## src/dmacfm_pkg.sv

```systemverilog
// ----------------------------------------------------------------------------
// DMA command FIFO block mover - shared package
// Queue sizing, bus operation codes and the structs passed between the
// queue, the controller and the top level.
// ----------------------------------------------------------------------------
package dmacfm_pkg;

	// command queue sizing
	localparam int QUEUE_DEPTH = 16;
	localparam int QPTR_W      = $clog2(QUEUE_DEPTH);
	localparam int QCNT_W      = $clog2(QUEUE_DEPTH + 1);
	localparam int WORD_W      = 32;

	// stream widths
	localparam int IN_DATA_W  = 32;
	localparam int IN_USER_W  = 8;
	localparam int OUT_DATA_W = 72;

	// bus operation codes
	typedef logic [1:0] bus_op_t;
	localparam bus_op_t OP_PUSH   = 2'd0;
	localparam bus_op_t OP_STATUS = 2'd1;
	localparam bus_op_t OP_TICK   = 2'd2;

	// queue requests from the controller
	typedef struct packed {
		logic push;
		logic pop;
	} fifo_req_t;

	// queue status back to the controller
	typedef struct packed {
		logic empty;
		logic full;
	} fifo_stat_t;

	// one result item
	typedef struct packed {
		logic              block_last;
		logic              block_masked;
		logic [WORD_W-1:0] block_target;
		logic [WORD_W-1:0] block_source;
		logic              block_valid;
		logic              fifo_overflow;
		logic              status_word;
	} result_t;

endpackage

```

## src/dma_command_fifo_block_mover.sv

```systemverilog
// ----------------------------------------------------------------------------
// DMA command FIFO block mover - top level
// Input register, command queue, sequencer and output register.
// ----------------------------------------------------------------------------
// Usage:
//   Slave stream s_axis_*: one bus item per transfer. tuser carries the bus
//   operation (push word, read status, clock tick), tdata the word to push.
//   Master stream m_axis_*: exactly one result per bus item, in order. tdata
//   carries the status bit, the overflow flag and the block command; tlast
//   marks the final block of a copy.
//   Path: an accepted item is held in the input register, and its result
//   is loaded into the output register once that register is free or
//   draining, and is then offered on m_axis.
//   Throughput: one item per cycle while m_axis_tready stays high; the
//   queue and sequencer registers update in the same cycle that produces
//   the result, so the next item sees them.
//   Reset (arst_n low): queue empty, sequencer idle, burst count one,
//   addresses zero, m_axis_tvalid low and s_axis_tready high.
//   Receiver stall: the result waits in the output register; one more item
//   is held in the input register, then s_axis_tready drops until the
//   receiver takes the waiting result.
// ----------------------------------------------------------------------------
module dma_command_fifo_block_mover (
	input  logic                              clk,
	input  logic                              arst_n,
	input  logic                              s_axis_tvalid,
	output logic                              s_axis_tready,
	// [31:0] word
	input  logic [dmacfm_pkg::IN_DATA_W-1:0]  s_axis_tdata,
	// [1:0] op, [7:2] zero
	input  logic [dmacfm_pkg::IN_USER_W-1:0]  s_axis_tuser,
	output logic                              m_axis_tvalid,
	input  logic                              m_axis_tready,
	// [0] status_word, [1] fifo_overflow, [2] block_valid, [34:3] block_source,
	// [66:35] block_target, [67] block_masked, [71:68] zero
	output logic [dmacfm_pkg::OUT_DATA_W-1:0] m_axis_tdata,
	output logic                              m_axis_tlast
);
	import dmacfm_pkg::*;

	logic              valid_s1;
	bus_op_t           op_s1;
	logic [WORD_W-1:0] word_s1;

	logic              out_valid_q;
	result_t           out_q;

	logic              fire;
	fifo_req_t         freq;
	fifo_stat_t        fstat;
	logic [WORD_W-1:0] head_word;
	result_t           result;

	// the held item moves on when the output register is free or draining
	assign fire          = valid_s1 && (!out_valid_q || m_axis_tready);
	assign s_axis_tready = !valid_s1 || fire;

	// input register
	always_ff @(posedge clk or negedge arst_n) begin
		if (!arst_n) begin
			valid_s1 <= 1'b0;
		end else if (s_axis_tready) begin
			valid_s1 <= s_axis_tvalid;
		end
	end

	always_ff @(posedge clk) begin
		if (s_axis_tready && s_axis_tvalid) begin
			op_s1   <= s_axis_tuser[1:0];
			word_s1 <= s_axis_tdata[WORD_W-1:0];
		end
	end

	dmacfm_fifo u_fifo (
		.clk       (clk),
		.arst_n    (arst_n),
		.req       (freq),
		.wdata     (word_s1),
		.stat      (fstat),
		.head_word (head_word)
	);

	dmacfm_ctrl u_ctrl (
		.clk       (clk),
		.arst_n    (arst_n),
		.fire      (fire),
		.op        (op_s1),
		.fstat     (fstat),
		.head_word (head_word),
		.freq      (freq),
		.result    (result)
	);

	// output register
	always_ff @(posedge clk or negedge arst_n) begin
		if (!arst_n) begin
			out_valid_q <= 1'b0;
		end else if (fire) begin
			out_valid_q <= 1'b1;
		end else if (m_axis_tready) begin
			out_valid_q <= 1'b0;
		end
	end

	always_ff @(posedge clk) begin
		if (fire) begin
			out_q <= result;
		end
	end

	assign m_axis_tvalid = out_valid_q;
	assign m_axis_tlast  = out_q.block_last;
	assign m_axis_tdata  = {4'b0000, out_q.block_masked, out_q.block_target,
		out_q.block_source, out_q.block_valid, out_q.fifo_overflow,
		out_q.status_word};

	// checks
	a_fire_fills: assert property (@(posedge clk) disable iff (!arst_n)
		fire |=> out_valid_q)
		else $error("result not registered");
	a_ready_when_free: assert property (@(posedge clk) disable iff (!arst_n)
		!valid_s1 |-> s_axis_tready)
		else $error("input stalled while input register empty");
	a_no_fire_blocked: assert property (@(posedge clk) disable iff (!arst_n)
		(out_valid_q && !m_axis_tready) |-> !fire)
		else $error("result overwritten while stalled");

endmodule

```

## src/dmacfm_fifo.sv

```systemverilog
// ----------------------------------------------------------------------------
// DMA command FIFO block mover - command queue
// Circular buffer of command words with head/tail pointers and a fill count.
// The head word is kept in a register so a pop can consume it in the same cycle.
// ----------------------------------------------------------------------------
module dmacfm_fifo (
	input  logic                          clk,
	input  logic                          arst_n,
	input  dmacfm_pkg::fifo_req_t         req,
	input  logic [dmacfm_pkg::WORD_W-1:0] wdata,
	output dmacfm_pkg::fifo_stat_t        stat,
	output logic [dmacfm_pkg::WORD_W-1:0] head_word
);
	import dmacfm_pkg::*;

	logic [WORD_W-1:0] entry_q [QUEUE_DEPTH];
	logic [QPTR_W-1:0] head_q;
	logic [QPTR_W-1:0] tail_q;
	logic [QCNT_W-1:0] count_q;
	logic [WORD_W-1:0] head_word_q;
	logic [QPTR_W-1:0] head_next;

	localparam logic [QPTR_W-1:0] PTR_LAST = QPTR_W'(QUEUE_DEPTH - 1);
	localparam logic [QCNT_W-1:0] CNT_FULL = QCNT_W'(QUEUE_DEPTH);
	localparam logic [QCNT_W-1:0] CNT_ONE  = QCNT_W'(1);

	// status and head word
	assign stat.empty = (count_q == '0);
	assign stat.full  = (count_q == CNT_FULL);
	assign head_word  = head_word_q;
	assign head_next  = (head_q == PTR_LAST) ? '0 : head_q + 1'b1;

	// storage and head word, no reset needed
	always_ff @(posedge clk) begin
		if (req.push) begin
			entry_q[tail_q] <= wdata;
		end
		if (req.pop) begin
			head_word_q <= (req.push && count_q == CNT_ONE) ? wdata : entry_q[head_next];
		end else if (req.push && stat.empty) begin
			head_word_q <= wdata;
		end
	end

	// pointers and fill count
	always_ff @(posedge clk or negedge arst_n) begin
		if (!arst_n) begin
			head_q  <= '0;
			tail_q  <= '0;
			count_q <= '0;
		end else begin
			if (req.push) begin
				tail_q <= (tail_q == PTR_LAST) ? '0 : tail_q + 1'b1;
			end
			if (req.pop) begin
				head_q <= head_next;
			end
			if (req.push && !req.pop) begin
				count_q <= count_q + 1'b1;
			end else if (req.pop && !req.push) begin
				count_q <= count_q - 1'b1;
			end
		end
	end

	// checks
	a_no_push_full: assert property (@(posedge clk) disable iff (!arst_n)
		req.push |-> !stat.full)
		else $error("push into full command queue");
	a_no_pop_empty: assert property (@(posedge clk) disable iff (!arst_n)
		req.pop |-> !stat.empty)
		else $error("pop from empty command queue");
	a_count_bound: assert property (@(posedge clk) disable iff (!arst_n)
		count_q <= CNT_FULL)
		else $error("command queue count out of range");
	a_push_grows: assert property (@(posedge clk) disable iff (!arst_n)
		(req.push && !req.pop) |=> (count_q == $past(count_q) + 1'b1))
		else $error("push did not grow the queue");

endmodule

```

## src/dmacfm_ctrl.sv

```systemverilog
// ----------------------------------------------------------------------------
// DMA command FIFO block mover - controller
// Decodes one registered bus item per fired cycle: pushes, status reads and ticks
// of the command sequencer, which emits at most one block command per tick.
// ----------------------------------------------------------------------------
module dmacfm_ctrl (
	input  logic                          clk,
	input  logic                          arst_n,
	input  logic                          fire,
	input  dmacfm_pkg::bus_op_t           op,
	input  dmacfm_pkg::fifo_stat_t        fstat,
	input  logic [dmacfm_pkg::WORD_W-1:0] head_word,
	output dmacfm_pkg::fifo_req_t         freq,
	output dmacfm_pkg::result_t           result
);
	import dmacfm_pkg::*;

	// sequencer phases
	localparam logic [2:0] PH_IDLE     = 3'd0;
	localparam logic [2:0] PH_DISPATCH = 3'd1;
	localparam logic [2:0] PH_PLAIN    = 3'd2;
	localparam logic [2:0] PH_MASKED   = 3'd3;
	localparam logic [2:0] PH_FINAL    = 3'd4;

	// command opcodes
	localparam logic [7:0] CMD_SET_SRC   = 8'h00;
	localparam logic [7:0] CMD_SET_DST   = 8'h01;
	localparam logic [7:0] CMD_SET_BURST = 8'h02;
	localparam logic [7:0] CMD_COPY      = 8'h03;
	localparam logic [7:0] CMD_TAG       = 8'h04;

	localparam logic [WORD_W-1:0] BLOCK_BYTES = WORD_W'(16);
	localparam logic [WORD_W-1:0] ALIGN_MASK  = ~WORD_W'(32'hF);

	logic [2:0]        phase_q, phase_d;
	logic [WORD_W-1:0] cmd_q, cmd_d;
	logic [WORD_W-1:0] src_q, src_d;
	logic [WORD_W-1:0] tgt_q, tgt_d;
	logic [8:0]        burst_q, burst_d;
	logic [8:0]        done_q, done_d;

	logic [7:0]        opc;
	logic [8:0]        done_inc;
	logic [8:0]        burst_m1;
	logic [WORD_W-1:0] offset;
	logic              tick;

	assign opc      = cmd_q[7:0];
	assign done_inc = done_q + 9'd1;
	assign burst_m1 = burst_q - 9'd1;
	assign offset   = {{(WORD_W-13){1'b0}}, done_q, 4'b0000};
	assign tick     = fire && (op == OP_TICK);

	// next state and result for the item in hand
	always_comb begin
		phase_d = phase_q;
		cmd_d   = cmd_q;
		src_d   = src_q;
		tgt_d   = tgt_q;
		burst_d = burst_q;
		done_d  = done_q;
		freq    = '0;
		result  = '0;

		priority if (op == OP_PUSH) begin
			result.fifo_overflow = fstat.full;
			freq.push            = fire && !fstat.full;
		end else if (op == OP_STATUS) begin
			result.status_word = !fstat.empty;
		end else if (op == OP_TICK) begin
			unique case (phase_q)
				PH_IDLE: begin
					if (!fstat.empty) begin
						freq.pop = fire;
						cmd_d    = head_word;
						phase_d  = PH_DISPATCH;
					end
				end
				PH_DISPATCH: begin
					if (opc == CMD_COPY) begin
						done_d  = '0;
						phase_d = cmd_q[8] ? PH_MASKED : PH_PLAIN;
					end else if (opc <= CMD_TAG) begin
						if (!fstat.empty) begin
							freq.pop = fire;
							phase_d  = PH_IDLE;
							if (opc == CMD_SET_SRC) begin
								src_d = head_word;
							end else if (opc == CMD_SET_DST) begin
								tgt_d = head_word;
							end else if (opc == CMD_SET_BURST) begin
								burst_d = {1'b0, head_word[7:0]} + 9'd1;
							end
						end
					end else begin
						phase_d = PH_FINAL;
					end
				end
				PH_PLAIN: begin
					result.block_valid  = 1'b1;
					result.block_source = src_q & ALIGN_MASK;
					result.block_target = tgt_q;
					result.block_last   = (done_inc >= burst_q);
					src_d = src_q + BLOCK_BYTES;
					tgt_d = tgt_q + BLOCK_BYTES;
					if (done_inc >= burst_q) begin
						done_d  = '0;
						phase_d = PH_IDLE;
					end else begin
						done_d = done_inc;
					end
				end
				PH_MASKED: begin
					if (burst_q <= 9'd1 || done_q >= burst_m1) begin
						done_d  = '0;
						phase_d = PH_IDLE;
					end else begin
						result.block_valid  = 1'b1;
						result.block_source = src_q + offset;
						result.block_target = tgt_q + offset;
						result.block_masked = 1'b1;
						result.block_last   = (done_inc >= burst_m1);
						if (done_inc >= burst_m1) begin
							done_d  = '0;
							phase_d = PH_IDLE;
						end else begin
							done_d = done_inc;
						end
					end
				end
				default: begin
					phase_d = PH_IDLE;
				end
			endcase
		end else begin
			// reserved op: no effect
		end
	end

	// sequencer registers
	always_ff @(posedge clk or negedge arst_n) begin
		if (!arst_n) begin
			phase_q <= PH_IDLE;
			cmd_q   <= '0;
			src_q   <= '0;
			tgt_q   <= '0;
			burst_q <= 9'd1;
			done_q  <= '0;
		end else if (tick) begin
			phase_q <= phase_d;
			cmd_q   <= cmd_d;
			src_q   <= src_d;
			tgt_q   <= tgt_d;
			burst_q <= burst_d;
			done_q  <= done_d;
		end
	end

	// checks
	a_block_on_tick: assert property (@(posedge clk) disable iff (!arst_n)
		result.block_valid |-> (op == OP_TICK))
		else $error("block command outside a tick");
	a_last_needs_block: assert property (@(posedge clk) disable iff (!arst_n)
		result.block_last |-> result.block_valid)
		else $error("last flag without a block");
	a_burst_nonzero: assert property (@(posedge clk) disable iff (!arst_n)
		(burst_q != 9'd0) && (burst_q <= 9'd256))
		else $error("burst count out of range");
	a_last_to_idle: assert property (@(posedge clk) disable iff (!arst_n)
		(tick && result.block_last) |=> (phase_q == PH_IDLE && done_q == 9'd0))
		else $error("last block did not end the transfer");

endmodule
```

## config.mk

```make
export PLATFORM = sky130hd
export DESIGN_NAME = dma_command_fifo_block_mover
export DESIGN_NICKNAME = d
export VERILOG_FILES = /design/src/dmacfm_pkg.sv /design/src/dma_command_fifo_block_mover.sv /design/src/dmacfm_fifo.sv /design/src/dmacfm_ctrl.sv
export SDC_FILE = /design/constraint.sdc
export NUM_CORES = 1
export LEC_CHECK = 0
export ABC_CLOCK_PERIOD_IN_PS = 8300
export BUFFER_PORTS_ARGS = -buffer_cell sky130_fd_sc_hd__buf_4
export CORE_UTILIZATION = 62
export CTS_CLUSTER_SIZE = 28
export DETAILED_ROUTE_END_ITERATION = 12
export GPL_TIMING_DRIVEN = 0
export PLACE_DENSITY = 0.78
export SYNTH_ARGS = -nofsm -noshare
export SYNTH_HDL_FRONTEND = slang
export SYNTH_SLANG_ARGS = --single-unit
```

## constraint.sdc

```tcl
create_clock -name clk -period 8.3 [get_ports clk]
set_clock_uncertainty 0.15 [all_clocks]
set_input_delay 0.83 -clock clk [delete_from_list [all_inputs] [get_ports clk]]
set_output_delay 0.83 -clock clk [all_outputs]
set_load 0.01 [all_outputs]
```

## After elaboration in Yosys (flattened, before gate mapping)

Memories as Yosys holds them, arrays and structs flattened.
Cells that the tools add are included.

| word-level totals | value |
|---|---|
| register bits | 244 |
| bits in writable memories | 512 |
| input port bits | 44 |
| output and inout port bits | 75 |
| memories | 1 |

| operators by class | value |
|---|---|
| add/sub/neg operators | 11 |
| magnitude comparators | 5 |
| equality and inequality tests | 23 |
| multiplexer cells | 47 |
| bitwise operators | 8 |
| reduce and logical (&&, ||, !) cells | 35 |

Memories:

| name | depth | width | rd ports | clocked after Yosys merged registers in | write ports | line | text |
|---|---|---|---|---|---|---|---|
| u_fifo.entry_q | 16 | 32 | 1 | 0 | 1 | dmacfm_fifo.sv:16 | `logic [WORD_W-1:0] entry_q [QUEUE_DEPTH];` |

Operator list:

| operator | number |
|---|---|
| $mux 32 | 12 |
| $pmux 65 s2 | 1 |
| $pmux 32 s2 | 2 |
| $mux 67 | 1 |
| $add 32x13->32 | 2 |
| $add 32x5->32 const B | 2 |
| $mux 9 | 4 |
| $ge 9x9->1 | 3 |
| $pmux 9 s3 | 1 |
| $mux 3 | 7 |
| $eq 8x2->1 const B | 2 |
| $mux 1 | 12 |
| $pmux 3 s4 | 1 |
| $reduce_and 6->1 | 2 |
| $reduce_and 11->1 | 1 |
| $mux 5 | 2 |
| $ne 2x1->1 const B | 5 |
| $reduce_and 10->1 | 1 |
| $add 8x1->9 const B | 1 |
| $add 9x1->9 const B | 1 |
| $le 9x1->1 const B | 1 |
| $reduce_and 9->1 | 1 |
| $sub 9x1->9 const B | 1 |
| $add 4x1->4 const B | 2 |
| other kinds (30) | 61 |

## Longest topological paths before layout

| depth | value |
|---|---|
| word-level depth | 13 |
| gate-level depth with buffers | 14 |

## Hierarchy

A second synthesis with hierarchy kept.

| unflattened totals | value |
|---|---|
| cells, all modules | 2317 |
| area, all modules | 33547.2 sq um |

By module, submodules not included:

| module | instances | cells each | area each (sq um) | sequential area each (sq um) |
|---|---|---|---|---|
| dmacfm_fifo | 1 | 1134 | 22091.2 | 16661.0 |
| dmacfm_ctrl | 1 | 1067 | 8225.4 | 2353.5 |
| dma_command_fifo_block_mover | 1 | 116 | 3230.6 | 3143.0 |

## Least setup slack after synthesis

OpenSTA, ideal clock, no wires.

| path | value |
|---|---|
| kind | input to register |
| start | in m_axis_tready |
| end | reg u_fifo.head_word_q[0], in the netlist u_fifo.head_word[0], enable pin |
| library setup time | 468 ps |
| arrival time | 5790 ps |
| path slack | 1893 ps |
| cell stages on the path | 3 |
| buffers on the path | 0 |
| cell sequence | nand2b_1 > and2_0 > nor3b_1 |

| between the ends | value |
|---|---|
| longest elaborated chain between the ends | 10 |
| elaborated cells between the ends (all ways) | 13 |
| classes of those cells | mux: 8; reduce/logical: 5 |

Ends and longest elaborated chain:

| what | line | text |
|---|---|---|
| from (decl) | dma_command_fifo_block_mover.sv:33 | `input logic m_axis_tready,` |
| $logic_or 1x1->1 (*) | dma_command_fifo_block_mover.sv:55 | `assign fire = valid_s1 && (!out_valid_q \|\| m_axis_tready);` |
| $logic_and 1x1->1 (*) | dma_command_fifo_block_mover.sv:55 |  |
| named net fire | dma_command_fifo_block_mover.sv:48 | `logic fire;` |
| $mux 1 | dmacfm_ctrl.sv:73, dmacfm_ctrl.sv:84 |  |
| $mux 1 | dmacfm_ctrl.sv:83 | `end else if (opc <= CMD_TAG) begin` |
| $mux 1 | dmacfm_ctrl.sv:80 | `if (opc == CMD_COPY) begin` |
| $pmux 1 s2 | dmacfm_ctrl.sv:71 | `unique case (phase_q)` |
| $mux 1 | dmacfm_ctrl.sv:70 | `end else if (op == OP_TICK) begin` |
| $mux 1 | dmacfm_ctrl.sv:68 | `end else if (op == OP_STATUS) begin` |
| $mux 1 | dmacfm_ctrl.sv:65 | `priority if (op == OP_PUSH) begin` |
| $reduce_bool 2->1 (no source line) (*) | - |  |
| to (signal assigned) | dmacfm_fifo.sv:39 | `head_word_q <= (req.push && count_q == CNT_ONE) ? wdata : entry_q[head_next];` |
| to (signal assigned) | dmacfm_fifo.sv:41 | `head_word_q <= wdata;` |
| to (decl) | dmacfm_fifo.sv:20 | `logic [WORD_W-1:0] head_word_q;` |

The timed path passes the listed nets; every way through them passes the cells marked *.
A chain may end at the register's enable or synchronous reset.

## Final worst setup path

| path | value |
|---|---|
| start | reg out_valid_q, in the netlist m_axis_tvalid |
| end | reg u_fifo.count_q[4] |

| between the ends | value |
|---|---|
| longest elaborated chain between the ends | 13 |
| elaborated cells between the ends (all ways) | 18 |
| classes of those cells | mux: 9; reduce/logical: 9 |

Ends and longest elaborated chain:

| what | line | text |
|---|---|---|
| from (decl) | dma_command_fifo_block_mover.sv:45 | `logic out_valid_q;` |
| from (signal assigned) | dma_command_fifo_block_mover.sv:97 | `out_valid_q <= 1'b0;` |
| from (signal assigned) | dma_command_fifo_block_mover.sv:99 | `out_valid_q <= 1'b1;` |
| from (signal assigned) | dma_command_fifo_block_mover.sv:101 | `out_valid_q <= 1'b0;` |
| $logic_not 1->1 (*) | dma_command_fifo_block_mover.sv:55 |  |
| $logic_or 1x1->1 (*) | dma_command_fifo_block_mover.sv:55 |  |
| $logic_and 1x1->1 (*) | dma_command_fifo_block_mover.sv:55 |  |
| named net fire | dma_command_fifo_block_mover.sv:48 |  |
| $mux 1 | dmacfm_ctrl.sv:73, dmacfm_ctrl.sv:84 |  |
| $mux 1 | dmacfm_ctrl.sv:83 |  |
| $mux 1 | dmacfm_ctrl.sv:80 |  |
| $pmux 1 s2 | dmacfm_ctrl.sv:71 |  |
| $mux 1 | dmacfm_ctrl.sv:70 |  |
| $mux 1 | dmacfm_ctrl.sv:68 |  |
| $mux 1 | dmacfm_ctrl.sv:65 |  |
| $logic_not 1->1 | dmacfm_fifo.sv:58 | `if (req.push && !req.pop) begin` |
| $logic_and 1x1->1 | dmacfm_fifo.sv:58 |  |
| $mux 5 / $reduce_bool 2->1 (equally long branches) | - |  |
| to (signal assigned) | dmacfm_fifo.sv:59 | `count_q <= count_q + 1'b1;` |
| to (signal assigned) | dmacfm_fifo.sv:61 | `count_q <= count_q - 1'b1;` |
| to (decl) | dmacfm_fifo.sv:19 | `logic [QCNT_W-1:0] count_q;` |

Marks and branches as above.

==> run metrics <==
die area=53860 sq um; largest net degree at the start of global routing=73; Area growth syn-to-layout=14.46%; Critical Path, Cell by Cell=nand2b_1 -> and2_4 -> nand2_1 -> nor2_1 -> nand2_1 -> clkbuf_1 -> buf_1 -> ha_1 -> or4b_2 -> a21oi_1 -> xor2_1; Longest Clk Path Bufs=3; Max stage delay on crit path=0.71 ns; Placer Congestion=0.9819; final worst setup slack=3.421 ns; maximum clock rate=205.0 MHz; Final ANT Viol Nets=0; DIE HEIGHT=232.1 microns; most common cell after layout, fill and taps aside=edfxtp_1; Syn Std Cell Area=32820 sq um; Antenna Cells=0; CP Class=reg2reg; R2R Path End=u_fifo.count_q[4]; Synth Instances=2065; TritonCTS clock tree=yes; critical path arrival=5.28 ns; fin area=37560 sq um; Setup Slack @ Placement=2.916 ns; clock insertion delay at the later pin of the skew report=0.64 ns; fin crit share=0.5879; DR iter-0 viols=2236; port bufs=108; status=complete, no violations; dpl cell area=34960 sq um; top cell type's share of synthesized area=0.5920; core footprint=51820 sq um; DP HPWL=56550 microns; DIE WIDTH=232.1 microns; Worst R2R Path Depth=11; drt total wl=90970 microns; Final Hold Slack=0.02854 ns; setup bufs post-CTS=0; CTS root buffer=clkbuf_16; # IOs=119; slowest CP cell=and2_4; FF+latch area=22160 sq um; async set-reset flop share out of synthesis=0.1442; P per Cell Area=294.8 nW/um^2; CP Launch Type=flip-flop; GRT Resource Usage Total=0.3465; effective utilization at floorplan=0.6333; unrepaired setup endpoints after global routing=false; critical path launch point=m_axis_tvalid; crit-path max FO=72; DRC violations left=0; gr ovfl total=0; final net count=2375; Slew Viols, Final=0; synthesized flop and latch total=756; DR WL/cell=30.14 microns; vias in the first global route=20535; Final setup viols=0; prevailing post-synth register cell=edfxtp_1; Avg Inst Size Synth=15.89 sq um; most frequent cells in the layout=647 x edfxtp_1, 158 x mux4_2, 125 x a21oi_1; share of cells above drive strength 1=0.2173; Vias=20538; TritonCTS Buffers=77; Hold Buf Count CTS=0; Required @ worst endpoint=8.70 ns; first-pass GRT wire length=133500 microns; relative slew slack=0.1287; Hold Path Class=in2async; min Tclk post-route=4.879 ns; initial antenna violation count=1; Clock transition at path regs=0.06 ns; Post-synth EDFFs=647; Worst Setup End Kind=flip-flop; vias per cell=6.805; fill count=3144; post-cts gate resize count=0; CP dominant cell by count=nand2_1; area of the multi-input gates=10050 sq um; Tightest Pin Transition=1.307 ns; P_leak=12.92 nW; H-tree Lvls=3; Initial DRT Pass Iterations=6; worst r2r src=m_axis_tvalid; Yosys cell types=84; Max Cap Violations=0; Peak VDD IR=0.2333 mV; final hold violations=0; Synth area leader=edfxtp_1; Seq/Total Area, Yosys=0.6751; CTS sink count=756; synth top area cells=edfxtp_1 59%, mux4_2 11%, dfrtp_1 8.2%; R2R Setup Slk=3.42 ns; row count=83; Syn. warnings=0
==> through the flow <==
step	utilization	instances	power (W)	TNS, ns
floorplan	-	2068	0.006543	0
global placement	0.6656	2856	0.007237	-10.03
detailed placement	0.6746	2876	0.007386	0
CTS	0.7249	3018	0.01106	0
global route	0.7249	3018	0.01139	0
finish	0.7249	3018	0.01107	0
==> kinds of logic (layout without fill, tap and decap cells) <==
group	count (synthesis)	in the layout	share of synthesized area
compound gates	403	403	0.07884
xor+xnor	37	37	0.009874
fa+ha+maj	56	56	0.02181
buf+inv	159	429	0.02013
flops	756	756	0.6751
mux	221	221	0.1300
other cells	1	4	0.0001143
simple gates	432	432	0.06409
==> where the power goes <==
group	internal (W)	switching [W]	leakage, nW	total, W
Combinational	0.00128	0.00146	4.36	0.00274
Clock	0.00210	0.00151	1.26	0.00362
Sequential	0.00440	0.000317	7.29	0.00472
Total	0.00779	0.00329	12.9	0.0111
==> area by class of cell <==
type                    instances  area share
repair buffers                128     0.03307
multi-input cells            1153      0.2675
plain buffers                 117     0.01339
inverters                      42    0.004197
clock inverters                45     0.01499
well taps                     680     0.02265
clock buffers                  97     0.05436
flip-flops and latches        756      0.5898
==> cells in the mapped netlist (10+ instances only) <==
cell type and instances:
mux4_2 158, o21ai_1 15, nand3_1 42, nand4_1 16, a21o_1 10, or3_1 16, dfrtp_1 108, o22ai_1 13
a22oi_1 15, nand2b_1 11, nor3_1 35, nor2_1 108, clkbuf_1 85, a21oi_1 125, edfxtp_1 647, mux2_2 51
and2_1 26, a311oi_1 34, and3_1 21, o21ai_0 84, ha_1 54, xnor2_1 30, buf_1 14, a31oi_1 13
inv_1 42, nand2_1 112
==> critical path, delay by kind of cell, from the launching register on <==
kind | cells | cell delay (ns)
buf+inv | 2 | 0.86
xor+xnor | 1 | 0.16
simple gates | 6 | 2.54
fa+ha+maj | 1 | 0.41
flops | 1 | 0.39
compound gates | 1 | 0.20
==> worst max-delay path by stage <==
stage | to | depth (start not counted)
floorplan | u_fifo.head_word[0] | 3
global placement | u_fifo.entry_q[15][20] | 5
detailed placement | u_fifo.count_q[4] | 12
CTS | u_fifo.count_q[4] | 11
global route | u_fifo.count_q[4] | 11
finish | u_fifo.count_q[4] | 11
==> sequential cells by signal, indices dropped and copies added, names as in the netlist, 4 cells and up <==
| register | count |
|---|---|
| m_axis_tdata | 68 |
| word_s1 | 32 |
| u_ctrl.done_q | 9 |
| u_fifo.head_word | 32 |
| u_fifo.entry_q | 512 |
| u_ctrl.tgt_q | 32 |
| u_fifo.head_q | 4 |
| u_fifo.count_q | 5 |
| u_ctrl.burst_q | 9 |
| u_ctrl.src_q | 32 |
| u_fifo.tail_q | 4 |
| u_ctrl.cmd_q | 9 |
==> metal layers <==
layer | global-route usage | vias to the layer above | wire length (microns)
met5 | 0 | - | 13
met4 | 0.1386 | 2 | 3521
met3 | 0.05968 | 266 | 7462
met2 | 0.5912 | 1290 | 46210
met1 | 0.4441 | 10348 | 33770
li1 | - | 8632 | -
Note: power is estimated with default switching activity, not from simulation.
